$ cat config.mk
export PLATFORM = sky130hd
export DESIGN_NAME = nmea_gga_vtg_field_extractor_unit
export DESIGN_NICKNAME = d
export VERILOG_FILES = /design/src/sv/nge_pkg.sv /design/src/sv/nge_fifo.sv /design/src/sv/nge_front.sv /design/src/sv/nge_back.sv /design/src/sv/nmea_gga_vtg_field_extractor_unit.sv
export VERILOG_INCLUDE_DIRS = /design/src /design/src/sv
export SDC_FILE = /design/constraint.sdc
export NUM_CORES = 1
export LEC_CHECK = 0
export ABC_AREA = 1
export BUFFER_PORTS_ARGS = -buffer_cell sky130_fd_sc_hd__buf_4
export CAP_MARGIN = 20
export CORE_ASPECT_RATIO = 0.8
export CORE_UTILIZATION = 55
export CTS_CLUSTER_SIZE = 24
export DETAILED_ROUTE_END_ITERATION = 6
export GPL_TIMING_DRIVEN = 0
export PLACE_DENSITY = 0.78
export SLEW_MARGIN = 20
export SYNTH_ARGS = -nofsm -noshare
export SYNTH_HDL_FRONTEND = slang
export SYNTH_SLANG_ARGS = --single-unit
export TNS_END_PERCENT = 20
$ cat constraint.sdc
create_clock -name clk_i -period 7.7 [get_ports clk_i]
set_input_delay 1.155 -clock clk_i [delete_from_list [all_inputs] [get_ports clk_i]]
set_output_delay 1.155 -clock clk_i [all_outputs]
set_load 0.05 [all_outputs]
$ cat src/sv/nmea_gga_vtg_field_extractor_unit_macros.svh
`ifndef NMEA_GGA_VTG_FIELD_EXTRACTOR_UNIT_MACROS_SVH
`define NMEA_GGA_VTG_FIELD_EXTRACTOR_UNIT_MACROS_SVH

// Same-cycle implication, checked outside reset.
`define NGE_ASSERT_IMP(label, ante, cons, msg) \
  label: assert property (@(posedge clk_i) disable iff (!rst_ni) (ante) |-> (cons)) \
    else $error(msg);

// Next-cycle implication, checked outside reset.
`define NGE_ASSERT_NEXT(label, ante, cons, msg) \
  label: assert property (@(posedge clk_i) disable iff (!rst_ni) (ante) |=> (cons)) \
    else $error(msg);

`endif

$ cat src/sv/nge_pkg.sv
`timescale 1ns / 1ps
`default_nettype none

package nge_pkg;

  localparam logic [7:0] ChDollar = 8'h24;
  localparam logic [7:0] ChStar   = 8'h2A;
  localparam logic [7:0] ChCr     = 8'h0D;
  localparam logic [7:0] ChLf     = 8'h0A;
  localparam logic [7:0] ChComma  = 8'h2C;
  localparam logic [7:0] ChUpperV = 8'h56;
  localparam logic [7:0] ChUpperT = 8'h54;
  localparam logic [7:0] ChUpperG = 8'h47;
  localparam logic [7:0] ChUpperA = 8'h41;
  localparam logic [7:0] ChZero   = 8'h30;

  localparam int unsigned TokQueueDepth = 4;
  localparam int unsigned ResQueueDepth = 2;

  typedef enum logic {
    KIND_FIELD  = 1'b0,
    KIND_STATUS = 1'b1
  } kind_e;

  typedef enum logic [2:0] {
    FLD_TIME     = 3'd0,
    FLD_LAT      = 3'd1,
    FLD_LAT_HEMI = 3'd2,
    FLD_LON      = 3'd3,
    FLD_LON_HEMI = 3'd4,
    FLD_ALTITUDE = 3'd5,
    FLD_SPEED    = 3'd6
  } field_e;

  typedef enum logic [1:0] {
    STYPE_OTHER = 2'd0,
    STYPE_GGA   = 2'd1,
    STYPE_VTG   = 2'd2
  } stype_e;

  typedef enum logic [1:0] {
    STAR_NONE = 2'd0,
    STAR_SEEN = 2'd1,
    STAR_ONE  = 2'd2,
    STAR_TWO  = 2'd3
  } star_e;

  typedef struct packed {
    logic [7:0] data;
    logic       is_dollar;
    logic       is_term;
    logic       is_star;
    logic       is_comma;
    logic       is_hex;
    logic [3:0] hex_val;
    logic       is_g;
    logic       is_v;
    logic       is_t;
    logic       is_a;
  } token_t;

  typedef struct packed {
    kind_e      kind;
    field_e     field_code;
    logic [3:0] char_pos;
    logic [7:0] char_value;
    stype_e     sentence_type;
    logic       checksum_ok;
    logic       overflow;
  } result_t;

  typedef struct packed {
    logic   hit;
    field_e code;
  } field_sel_t;

  function automatic field_sel_t field_lookup(stype_e stype, logic [3:0] commas);
    field_sel_t sel;
    sel.hit  = 1'b0;
    sel.code = FLD_TIME;
    if (stype == STYPE_GGA) begin
      sel.hit = 1'b1;
      case (commas)
        4'd1: sel.code = FLD_TIME;
        4'd2: sel.code = FLD_LAT;
        4'd3: sel.code = FLD_LAT_HEMI;
        4'd4: sel.code = FLD_LON;
        4'd5: sel.code = FLD_LON_HEMI;
        4'd9: sel.code = FLD_ALTITUDE;
        default: sel.hit = 1'b0;
      endcase
    end else if (stype == STYPE_VTG && commas == 4'd7) begin
      sel.hit  = 1'b1;
      sel.code = FLD_SPEED;
    end
    return sel;
  endfunction

endpackage

`default_nettype wire

$ cat src/sv/nge_fifo.sv
`timescale 1ns / 1ps
`default_nettype none

module nge_fifo #(
  parameter int unsigned WIDTH = 8,
  parameter int unsigned DEPTH = 4
) (
  input  wire logic             clk_i,
  input  wire logic             rst_ni,
  input  wire logic             wr_i,
  input  wire logic [WIDTH-1:0] wdata_i,
  output logic                  full_o,
  input  wire logic             rd_i,
  output logic [WIDTH-1:0]      rdata_o,
  output logic                  empty_o
);

  localparam int unsigned PtrW = (DEPTH > 1) ? $clog2(DEPTH) : 1;
  localparam int unsigned CntW = $clog2(DEPTH + 1);
  localparam logic [PtrW-1:0] LastPtr = PtrW'(DEPTH - 1);
  localparam logic [CntW-1:0] FullCnt = CntW'(DEPTH);

  logic [WIDTH-1:0] mem_q [DEPTH];
  logic [PtrW-1:0]  wr_ptr_q, wr_ptr_d;
  logic [PtrW-1:0]  rd_ptr_q, rd_ptr_d;
  logic [CntW-1:0]  count_q, count_d;
  logic             wr_en, rd_en;

  assign full_o  = (count_q == FullCnt);
  assign empty_o = (count_q == '0);
  assign wr_en   = wr_i && !full_o;
  assign rd_en   = rd_i && !empty_o;
  assign rdata_o = mem_q[rd_ptr_q];

  always_comb begin
    wr_ptr_d = wr_ptr_q;
    rd_ptr_d = rd_ptr_q;
    count_d  = count_q;
    if (wr_en) begin
      wr_ptr_d = (wr_ptr_q == LastPtr) ? '0 : wr_ptr_q + PtrW'(1);
    end
    if (rd_en) begin
      rd_ptr_d = (rd_ptr_q == LastPtr) ? '0 : rd_ptr_q + PtrW'(1);
    end
    case ({wr_en, rd_en})
      2'b10:   count_d = count_q + CntW'(1);
      2'b01:   count_d = count_q - CntW'(1);
      default: count_d = count_q;
    endcase
  end

  always_ff @(posedge clk_i or negedge rst_ni) begin
    if (!rst_ni) begin
      wr_ptr_q <= '0;
      rd_ptr_q <= '0;
      count_q  <= '0;
    end else begin
      wr_ptr_q <= wr_ptr_d;
      rd_ptr_q <= rd_ptr_d;
      count_q  <= count_d;
    end
  end

  always_ff @(posedge clk_i) begin
    if (wr_en) begin
      mem_q[wr_ptr_q] <= wdata_i;
    end
  end

endmodule

`default_nettype wire

$ cat src/sv/nge_front.sv
`timescale 1ns / 1ps
`default_nettype none

module nge_front
  import nge_pkg::*;
(
  input  wire logic [7:0] rx_byte_i,
  output token_t          tok_o
);

  always_comb begin
    tok_o           = '0;
    tok_o.data      = rx_byte_i;
    tok_o.is_dollar = (rx_byte_i == ChDollar);
    tok_o.is_term   = (rx_byte_i == ChCr) || (rx_byte_i == ChLf);
    tok_o.is_star   = (rx_byte_i == ChStar);
    tok_o.is_comma  = (rx_byte_i == ChComma);
    tok_o.is_g      = (rx_byte_i == ChUpperG);
    tok_o.is_v      = (rx_byte_i == ChUpperV);
    tok_o.is_t      = (rx_byte_i == ChUpperT);
    tok_o.is_a      = (rx_byte_i == ChUpperA);
    if (rx_byte_i inside {[8'h30:8'h39]}) begin
      tok_o.is_hex  = 1'b1;
      tok_o.hex_val = 4'(rx_byte_i - ChZero);
    end else if (rx_byte_i inside {[8'h41:8'h46]}) begin
      tok_o.is_hex  = 1'b1;
      tok_o.hex_val = 4'(rx_byte_i - ChUpperA + 8'd10);
    end
  end

endmodule

`default_nettype wire

$ cat src/sv/nge_back.sv
`timescale 1ns / 1ps
`default_nettype none
`include "nmea_gga_vtg_field_extractor_unit_macros.svh"

module nge_back
  import nge_pkg::*;
#(
  parameter int unsigned MAX_LEN = 128
) (
  input  wire logic   clk_i,
  input  wire logic   rst_ni,
  input  wire logic   tok_valid_i,
  input  wire token_t tok_i,
  output logic        tok_pop_o,
  input  wire logic   res_full_i,
  output logic        res_push_o,
  output result_t     res_o
);

  localparam logic [7:0] MaxLen = 8'(MAX_LEN);

  logic       in_sent_q, in_sent_d;
  logic [7:0] char_count_q, char_count_d;
  logic [3:0] comma_count_q, comma_count_d;
  logic [7:0] xor_sum_q, xor_sum_d;
  star_e      star_q, star_d;
  logic [7:0] recv_sum_q, recv_sum_d;
  logic       hex_err_q, hex_err_d;
  stype_e     type_match_q, type_match_d;
  stype_e     type_part_q, type_part_d;
  logic [3:0] field_pos_q, field_pos_d;
  logic       overflow_q, overflow_d;
  field_sel_t sel;

  assign tok_pop_o = tok_valid_i && !res_full_i;
  assign sel       = field_lookup(type_match_q, comma_count_q);

  always_comb begin
    in_sent_d     = in_sent_q;
    char_count_d  = char_count_q;
    comma_count_d = comma_count_q;
    xor_sum_d     = xor_sum_q;
    star_d        = star_q;
    recv_sum_d    = recv_sum_q;
    hex_err_d     = hex_err_q;
    type_match_d  = type_match_q;
    type_part_d   = type_part_q;
    field_pos_d   = field_pos_q;
    overflow_d    = overflow_q;
    res_push_o    = 1'b0;
    res_o         = '0;

    if (tok_pop_o) begin
      if (tok_i.is_dollar) begin
        in_sent_d     = 1'b1;
        char_count_d  = '0;
        comma_count_d = '0;
        xor_sum_d     = '0;
        star_d        = STAR_NONE;
        recv_sum_d    = '0;
        hex_err_d     = 1'b0;
        type_match_d  = STYPE_OTHER;
        type_part_d   = STYPE_OTHER;
        field_pos_d   = '0;
        overflow_d    = 1'b0;
      end else if (!in_sent_q) begin
        in_sent_d = 1'b0;
      end else if (tok_i.is_term) begin
        in_sent_d           = 1'b0;
        res_push_o          = 1'b1;
        res_o.kind          = KIND_STATUS;
        res_o.sentence_type = type_match_q;
        res_o.overflow      = overflow_q;
        res_o.checksum_ok   = (star_q == STAR_TWO) && !hex_err_q &&
                              (recv_sum_q == xor_sum_q) && !overflow_q;
      end else if (char_count_q >= MaxLen) begin
        overflow_d = 1'b1;
      end else begin
        char_count_d = char_count_q + 8'd1;

        case (char_count_q)
          8'd2: begin
            type_part_d = tok_i.is_g ? STYPE_GGA : (tok_i.is_v ? STYPE_VTG : STYPE_OTHER);
          end
          8'd3: begin
            if (!((type_part_q == STYPE_GGA && tok_i.is_g) ||
                  (type_part_q == STYPE_VTG && tok_i.is_t))) begin
              type_part_d = STYPE_OTHER;
            end
          end
          8'd4: begin
            if (type_part_q == STYPE_GGA && tok_i.is_a) begin
              type_match_d = STYPE_GGA;
            end else if (type_part_q == STYPE_VTG && tok_i.is_g) begin
              type_match_d = STYPE_VTG;
            end else begin
              type_match_d = STYPE_OTHER;
            end
          end
          default: ;
        endcase

        if (star_q != STAR_NONE) begin
          if (star_q != STAR_TWO) begin
            if (tok_i.is_hex) begin
              recv_sum_d = {recv_sum_q[3:0], tok_i.hex_val};
            end else begin
              hex_err_d = 1'b1;
            end
            star_d = (star_q == STAR_SEEN) ? STAR_ONE : STAR_TWO;
          end
        end else if (tok_i.is_star) begin
          star_d = STAR_SEEN;
        end else begin
          xor_sum_d = xor_sum_q ^ tok_i.data;
          if (char_count_q >= 8'd5) begin
            if (tok_i.is_comma) begin
              if (comma_count_q != 4'd15) begin
                comma_count_d = comma_count_q + 4'd1;
              end
              field_pos_d = '0;
            end else if (sel.hit) begin
              res_push_o       = 1'b1;
              res_o.kind       = KIND_FIELD;
              res_o.field_code = sel.code;
              res_o.char_pos   = field_pos_q;
              res_o.char_value = tok_i.data;
              if (field_pos_q != 4'd15) begin
                field_pos_d = field_pos_q + 4'd1;
              end
            end
          end
        end
      end
    end
  end

  always_ff @(posedge clk_i or negedge rst_ni) begin
    if (!rst_ni) begin
      in_sent_q     <= 1'b0;
      char_count_q  <= '0;
      comma_count_q <= '0;
      xor_sum_q     <= '0;
      star_q        <= STAR_NONE;
      recv_sum_q    <= '0;
      hex_err_q     <= 1'b0;
      type_match_q  <= STYPE_OTHER;
      type_part_q   <= STYPE_OTHER;
      field_pos_q   <= '0;
      overflow_q    <= 1'b0;
    end else begin
      in_sent_q     <= in_sent_d;
      char_count_q  <= char_count_d;
      comma_count_q <= comma_count_d;
      xor_sum_q     <= xor_sum_d;
      star_q        <= star_d;
      recv_sum_q    <= recv_sum_d;
      hex_err_q     <= hex_err_d;
      type_match_q  <= type_match_d;
      type_part_q   <= type_part_d;
      field_pos_q   <= field_pos_d;
      overflow_q    <= overflow_d;
    end
  end

  `NGE_ASSERT_IMP(a_ok_not_overflow, res_push_o && res_o.kind == KIND_STATUS && res_o.checksum_ok, !res_o.overflow, "checksum ok reported on an overflowed sentence")
  `NGE_ASSERT_IMP(a_end_has_status, $fell(in_sent_q), $past(res_push_o && res_o.kind == KIND_STATUS), "sentence closed without a status word")
  `NGE_ASSERT_IMP(a_push_from_pop, res_push_o, tok_pop_o, "result word produced without a consumed byte")
  `NGE_ASSERT_NEXT(a_dollar_restart, tok_pop_o && tok_i.is_dollar, in_sent_q && char_count_q == 8'd0, "dollar did not restart the sentence")

endmodule

`default_nettype wire

$ cat src/sv/nmea_gga_vtg_field_extractor_unit.sv
// A byte passes the byte queue and the parser step; its result word is registered in the result queue.
// Throughput: one byte per cycle while the result queue is not full, behind a 4-word byte queue.
// full rises only when the byte queue is filled while the 2-word result queue is held full.
// Reset (asynchronous, active low) empties both queues and puts the parser outside a sentence.
`timescale 1ns / 1ps
`default_nettype none

module nmea_gga_vtg_field_extractor_unit
  import nge_pkg::*;
#(
  parameter int unsigned MAX_LEN = 128
) (
  input  wire logic       clk_i,
  input  wire logic       rst_ni,
  input  wire logic       push,
  output logic            full,
  input  wire logic [7:0] rx_byte_i,
  output logic            empty,
  input  wire logic       pop,
  output logic            kind_o,
  output logic [2:0]      field_code_o,
  output logic [3:0]      char_pos_o,
  output logic [7:0]      char_value_o,
  output logic [1:0]      sentence_type_o,
  output logic            checksum_ok_o,
  output logic            overflow_o
);

  token_t  tok_in, tok_out;
  result_t res_in, res_out;
  logic    tok_empty, tok_pop;
  logic    res_full, res_push;

  nge_front u_front (
    .rx_byte_i (rx_byte_i),
    .tok_o     (tok_in)
  );

  nge_fifo #(
    .WIDTH ($bits(token_t)),
    .DEPTH (TokQueueDepth)
  ) u_tok_queue (
    .clk_i   (clk_i),
    .rst_ni  (rst_ni),
    .wr_i    (push),
    .wdata_i (tok_in),
    .full_o  (full),
    .rd_i    (tok_pop),
    .rdata_o (tok_out),
    .empty_o (tok_empty)
  );

  nge_back #(
    .MAX_LEN (MAX_LEN)
  ) u_back (
    .clk_i       (clk_i),
    .rst_ni      (rst_ni),
    .tok_valid_i (!tok_empty),
    .tok_i       (tok_out),
    .tok_pop_o   (tok_pop),
    .res_full_i  (res_full),
    .res_push_o  (res_push),
    .res_o       (res_in)
  );

  nge_fifo #(
    .WIDTH ($bits(result_t)),
    .DEPTH (ResQueueDepth)
  ) u_res_queue (
    .clk_i   (clk_i),
    .rst_ni  (rst_ni),
    .wr_i    (res_push),
    .wdata_i (res_in),
    .full_o  (res_full),
    .rd_i    (pop),
    .rdata_o (res_out),
    .empty_o (empty)
  );

  assign kind_o          = res_out.kind;
  assign field_code_o    = res_out.field_code;
  assign char_pos_o      = res_out.char_pos;
  assign char_value_o    = res_out.char_value;
  assign sentence_type_o = res_out.sentence_type;
  assign checksum_ok_o   = res_out.checksum_ok;
  assign overflow_o      = res_out.overflow;

endmodule

`default_nettype wire

After elaboration in Yosys (flattened, before gate mapping)
Memories as Yosys holds them, arrays and structs flattened.
Index checks and enable logic that the tools add are counted.
{ "word_totals": {"ramBits": 124, "regBits": 52, "elab_cells": 247, "in_bits": 12, "memories": 2, "out_inout_bits": 22} }
{ "op_classes": {"n_reduce_logical": 52, "order_cmp": 6, "muxes": 111, "addsub": 14, "bitwise_logic": 1, "n_eq_ne": 44} }
{ "mem_list": {"columns": ["memory", "words", "word_bits", "read_ports", "rd_ports_with_merged_regs", "wr", "line", "source"], "rows": [
  ["u_tok_queue.mem_q", 4, 21, 1, 0, 1, "nge_fifo.sv:23", "logic [WIDTH-1:0] mem_q [DEPTH];"],
  ["u_res_queue.mem_q", 2, 20, 1, 0, 1, "nge_fifo.sv:23", null]
]} }
{ "ops": {"columns": ["cell", "n"], "rows": [
  ["$mux W8", 17],
  ["$mux W4", 22],
  ["$mux W16", 5],
  ["$mux W20", 3],
  ["$mux W2", 23],
  ["$mux W1", 33],
  ["$eq A8 B7 Y1 const B", 4],
  ["$mux W15", 2],
  ["$eq A8 B6 Y1 const B", 3],
  ["$reduce_bool A2 Y1", 12],
  ["$reduce_and A6 Y1", 3],
  ["$reduce_and A9 Y1", 2],
  ["$eq A2 B2 Y1 const B", 8],
  ["$eq A8 B2 Y1 const B", 2],
  ["$eq A8 B4 Y1 const B", 2],
  ["$logic_and A1 B1 Y1", 15],
  ["$pmux W3 S5", 1],
  ["$reduce_and A7 Y1", 2],
  ["$eq A4 B3 Y1 const B", 3],
  ["$reduce_bool A3 Y1", 4],
  ["$eq A2 B1 Y1 const B", 5],
  ["$mux W5", 2],
  ["$add A4 B1 Y4 const B", 2],
  ["$add A8 B1 Y8 const B", 1],
  ["33 further kinds", 52]
]} }

Logic depth before layout (Yosys ltp)
{ "depth": {"depth_word": 17, "mapped_depth": 14, "depth_no_buf": 13} }

Cells and area by module
From an unflattened synthesis, not the netlist that was laid out.
{ "unflattened": {"cells_unflattened": 867, "area_unflattened_um2": 8758.4} }
{ "modules_own_cells": {"columns": ["module", "area_each_um2", "instances", "cells_each"], "rows": [
  ["nge_fifo at u_tok_queue", 3932.5, 1, 306],
  ["nge_back", 2732.6, 1, 357],
  ["nge_fifo at u_res_queue", 1687.9, 1, 137],
  ["nge_front", 401.6, 1, 66],
  ["nmea_gga_vtg_field_extractor_unit", 3.8, 1, 1]
]} }

Worst setup path before layout
No wires, ideal clock.
{ "synth_timing": {"path_kind": "register to register", "startpoint": "register u_back.comma_count_q[0]", "endpoint": "memory u_res_queue.mem_q[1][0] in the netlist's numbering, enable pin", "synth_period_minus_slack_ps": 2602, "required_time_ps": 7303, "path_slack_ps": 5098, "stages_incl_launch_ff": 10, "arrival_ps": 2205, "setup_time_ps": 397, "path_cell_list": "dfrtp_1 > ha_1 > nand3_1 > nor2_1 > nor2_1 > nor2_1 > nand3_1 > nand2_1 > nand2_1 > nor2_1"} }
{ "synth_between": {"elab_chain_cells": 17, "word_cells_on_any_way": 25, "cone_classes": "eq/ne (7); mux (15); reduce/logical (3)"} }
{ "synth_lines": {"columns": ["item", "line", "source"], "rows": [
  ["start, declared", "nge_back.sv:24", "logic [3:0] comma_count_q, comma_count_d;"],
  ["start signal, assigned", "nge_back.sv:154", "comma_count_q <= comma_count_d;"],
  ["$eq A4 B1 Y1, or another cell as far along", "nge_pkg.sv:83", "case (commas)"],
  ["$reduce_or A6 Y1 (no line) or $logic_and A1 B1 Y1 (tied branches)", null, null],
  ["$mux W1 or $mux W4 (tied branches)", "nge_pkg.sv:83, nge_pkg.sv:92", null],
  ["$mux W4 (*)", "nge_pkg.sv:81", "if (stype == STYPE_GGA) begin"],
  ["$mux W1 (*)", "nge_back.sv:122", "end else if (sel.hit) begin"],
  ["$mux W1 (*)", "nge_back.sv:117", "if (tok_i.is_comma) begin"],
  ["$mux W1 (*)", "nge_back.sv:116", "if (char_count_q >= 8'd5) begin"],
  ["$mux W1 (*)", "nge_back.sv:112", "end else if (tok_i.is_star) begin"],
  ["$mux W1 (*)", "nge_back.sv:103", "if (star_q != STAR_NONE) begin"],
  ["$mux W1 (*)", "nge_back.sv:76", "end else if (char_count_q >= MaxLen) begin"],
  ["$mux W1 (*)", "nge_back.sv:68", "end else if (tok_i.is_term) begin"],
  ["$mux W1 (*)", "nge_back.sv:66", "end else if (!in_sent_q) begin"],
  ["$mux W1 (*)", "nge_back.sv:54", "if (tok_i.is_dollar) begin"],
  ["$mux W1 (*)", "nge_back.sv:53", "if (tok_pop_o) begin"],
  ["$logic_and A1 B1 Y1 (*)", "nge_fifo.sv:31", "assign wr_en = wr_i && !full_o;"],
  ["$mux W1 (*)", "nge_fifo.sv:65", "if (wr_en) begin"],
  ["$mux W1 (not written as such) (*)", "nge_fifo.sv:66", "mem_q[wr_ptr_q] <= wdata_i;"],
  ["end, declared", "nge_fifo.sv:23", null]
]} }
Every way passes the cells marked *; elsewhere a longest branch is shown, timed or not.

Worst setup path in the final report
{ "layout_timing": {"startpoint": "register u_res_queue.rd_ptr_q", "endpoint": "output port char_value_o[0]"} }
{ "layout_between": {"elab_chain_cells": 1} }
{ "layout_lines": {"columns": ["item", "line", "source"], "rows": [
  ["start, declared", "nge_fifo.sv:25", "logic [PtrW-1:0] rd_ptr_q, rd_ptr_d;"],
  ["start signal, assigned", "nge_fifo.sv:59", "rd_ptr_q <= rd_ptr_d;"],
  ["$mem_v2 Z2 W20", null, null],
  ["end, declared", "nmea_gga_vtg_field_extractor_unit.sv:23", "output logic [7:0] char_value_o,"]
]} }
Every way passes these cells.

==> results.json <==
{
  "outcome": "finished, final reports clean",
  "syn_area_sq_um": 8380,
  "critPathMostFrequentCell": "nand2_1",
  "yosys_warnings": 0,
  "worstPathMaxFanout": 10,
  "dieArea_sq_um": 15700,
  "power.density_nw_per_um2": 429,
  "critPathKind": "flop to primary output",
  "initial_core_util_pct": 57.4,
  "firstDrtPassIters": 5,
  "ant_nets": 0,
  "grt.overflow.total": 0,
  "synth_nets": 885,
  "tightestPinTransition_ns": 0.816,
  "drt-initial-drc-count": 607,
  "relSlewSlack_pct": 45.1,
  "ys_seq_area_share_pct": 60.0,
  "wire_per_inst_um": 16.5,
  "area.growth.synth_to_final_pct": 13.2,
  "place_congestion": 0.884,
  "cap_violations": 0,
  "worst_path_max_delay_cell": "clkbuf_1",
  "ir_worst_vdd_mv": 0.211,
  "clk_pin_slew_worst_paths_ns": 0.07,
  "crit_path_max_incr_delay_ns": 0.43,
  "setup_violations": 0,
  "cts_tree": "yes",
  "drive_gt1_share_pct": 13.8,
  "antenna-diode-count": 0,
  "dp_hpwl_mm": 12.3,
  "avgSynthCellArea_sq_um": 9.84,
  "antenna_found_initial": 0,
  "std_cell_rows": 39,
  "final_util_pct": 65.0,
  "cts_setup_buffers": 0,
  "routed_wl_mm": 18.2,
  "cp_top_family": "buffers and inverters",
  "drc": 0,
  "h-tree-depth": 4,
  "final-hold-violation-count": 0,
  "final_area_sq_um": 9480,
  "grt_pass1_wl_mm": 29.3,
  "hold_path_class": "flop to flop",
  "clk_latency_ns": 0.44,
  "clockBufferDepth": 2,
  "synth_top_area_cell": "edfxtp_1",
  "grt_pass1_vias": 5760,
  "arrival_ns": 1.77,
  "fp.coreArea_sq_um": 14600,
  "cts_resized": 0,
  "placed_cell_area_sq_um": 8900,
  "fin_tns_setup_ns": 0,
  "ys_types": 41,
  "cts_root_buf": "clkbuf_16",
  "die_w_um": 140,
  "fmax_mhz": 342,
  "n_fill_cell": 1128,
  "grt_max_degree": 53,
  "endpoint_kind": "primary output",
  "p_leak_nw": 4.02,
  "vias": 6092,
  "rsz0062_at_grt": "false",
  "routed_via_density": 5.53,
  "die_y_um": 112,
  "start_kind": "flop",
  "cts_buffers": 17,
  "slew_viol_final": 0,
  "clock-sinks": 176,
  "postCtsHoldBufs": 0,
  "synth_area_leaders": "edfxtp_1 44%, dfrtp_1 16%, nand2_1 12%, nand3_1 4.1%, inv_1 3.2%",
  "port_buffers": 33,
  "grt_usage_pct": 24.8,
  "ys_seq_elements": 176,
  "worstPathRequired_ns": 6.55,
  "fin_crit_ns": 2.93,
  "synthCells": 851,
  "timing.hold.ws_ns": 0.475,
  "min_period_over_period_pct": 38.0,
  "num_io_pins": 34,
  "worstPathBufferInverterCount": 3,
  "synth_top_area_share_pct": 44.4,
  "skew_ns": 0.0128,
  "nets": 938,
  "crit_chain": "inv_1, clkbuf_1, nand2_1, nand2_1, buf_4"
}
final timing paths:
check                                              from  slack, ns  depth (start not counted)                       to
worst min register to register     u_res_queue.wr_ptr_q       0.48                          2     u_res_queue.wr_ptr_q
worst max register to register  u_back.comma_count_q[0]       5.17                          9  u_res_queue.mem_q[0][3]
max in group asynchronous                        rst_ni       6.45                          1   u_back.char_count_q[2]
min in group asynchronous                        rst_ni       0.76                          1   u_res_queue.count_q[1]
worst min-delay path               u_res_queue.wr_ptr_q       0.48                          2     u_res_queue.wr_ptr_q
worst max-delay path               u_res_queue.rd_ptr_q       4.77                          5          char_value_o[0]
registers in the layout (all words and copies together) (netlist names):
signal and count:
u_tok_queue.mem_q 84, u_res_queue.mem_q 40, u_back.char_count_q 8, u_back.recv_sum_q 8, u_back.xor_sum_q 8, u_back.comma_count_q 4
u_back.field_pos_q 4, u_tok_queue.count_q 3, u_back.star_q 2, u_back.type_match_q 2, u_back.type_part_q 2, u_res_queue.count_q 2
u_tok_queue.rd_ptr_q 2, u_tok_queue.wr_ptr_q 2, u_back.hex_err_q 1, u_back.in_sent_q 1, u_back.overflow_q 1, u_res_queue.rd_ptr_q 1
u_res_queue.wr_ptr_q 1
through the flow:
step / std cells / setup slack [ns] / power, mW
CTS: 1101 / 4.76 / 4.07
global route: 1101 / 4.63 / 4.32
floorplan: 851 / 5.10 / 2.69
detailed placement: 1069 / 4.88 / 3.20
finish: 1101 / 4.77 / 4.07
global placement: 1068 / 4.27 / 3.13
cells in the mapped netlist, drive strengths merged:
master,instances
nor3b,1
nand3b,1
buf,17
a22oi,1
a21oi,13
ha,21
o211ai,2
nand2,268
o21a,1
xor2,20
inv,76
fa,1
nor2,85
or2,1
o211a,1
o22ai,5
o21ai,55
clkbuf,9
a31oi,2
nor4,3
xnor2,6
nand4,5
nand3,71
dfrtp,52
nor3,10
edfxtp,124
worst min-delay path, delay by kind of cell (launching register included):
family        cells  cell delay [ns]
flops             1             0.34
simple gates      2             0.10
cell type report:
cell class / instances / area (sq um) / share of cell area, %
multi-input cells: 573 / 2940 / 31.0
flip-flops and latches: 176 / 5020 / 53.0
repair buffers: 34 / 259 / 2.73
clock inverters: 15 / 156 / 1.65
well taps: 184 / 230 / 2.43
clock buffers: 17 / 425 / 4.49
plain buffers: 26 / 160 / 1.69
inverters: 76 / 288 / 3.04
logic make-up (layout without fill, tap and decap cells):
| kind of cell | after synthesis | count (layout) | share of synthesized area [%] |
|---|---|---|---|
| flip-flops | 176 | 176 | 60.0 |
| buffers and inverters | 102 | 168 | 5.35 |
| AO/OA/AOI/OAI | 80 | 80 | 5.69 |
| AND/OR/NAND/NOR | 445 | 445 | 22.9 |
| adder cells (fa/ha/maj) | 22 | 22 | 3.38 |
| XOR/XNOR | 26 | 26 | 2.72 |
per-layer routing:
metal | GRT usage [%] | vias to the layer above | wire, um
li1 | - | 2932 | -
met1 | 34.8 | 2932 | 8410
met2 | 38.9 | 203 | 8450
met3 | 4.01 | 25 | 972
met4 | 9.96 | 0 | 318
met5 | 0 | - | 0
power breakdown:
| group | internal (mW) | switching [mW] |
|---|---|---|
| registers | 1.26 | 0.112 |
| clock network | 0.482 | 0.379 |
| logic | 0.528 | 1.31 |
cells in the final DEF (no fill, tap or decap), types with 3 or more instances in the layout:
cell         n
o22ai_1      5
xor2_1      20
buf_6        6
nor2_4       7
nand4_1      4
clkbuf_16   17
ha_1        21
o21ai_2      9
nor2_1      66
dfrtp_1     52
inv_2        3
clkinv_1     3
edfxtp_1   124
nand3_1     69
nand2_1    260
nand2_2      6
nor2_2      12
nor3_1       9
o21ai_1     13
inv_6        5
inv_1       72
buf_2        8
xnor2_1      6
o21ai_0     33
nor4_1       3
a21oi_1     12
buf_4       37
clkbuf_1     9
Power figures use the tool's default switching activity.
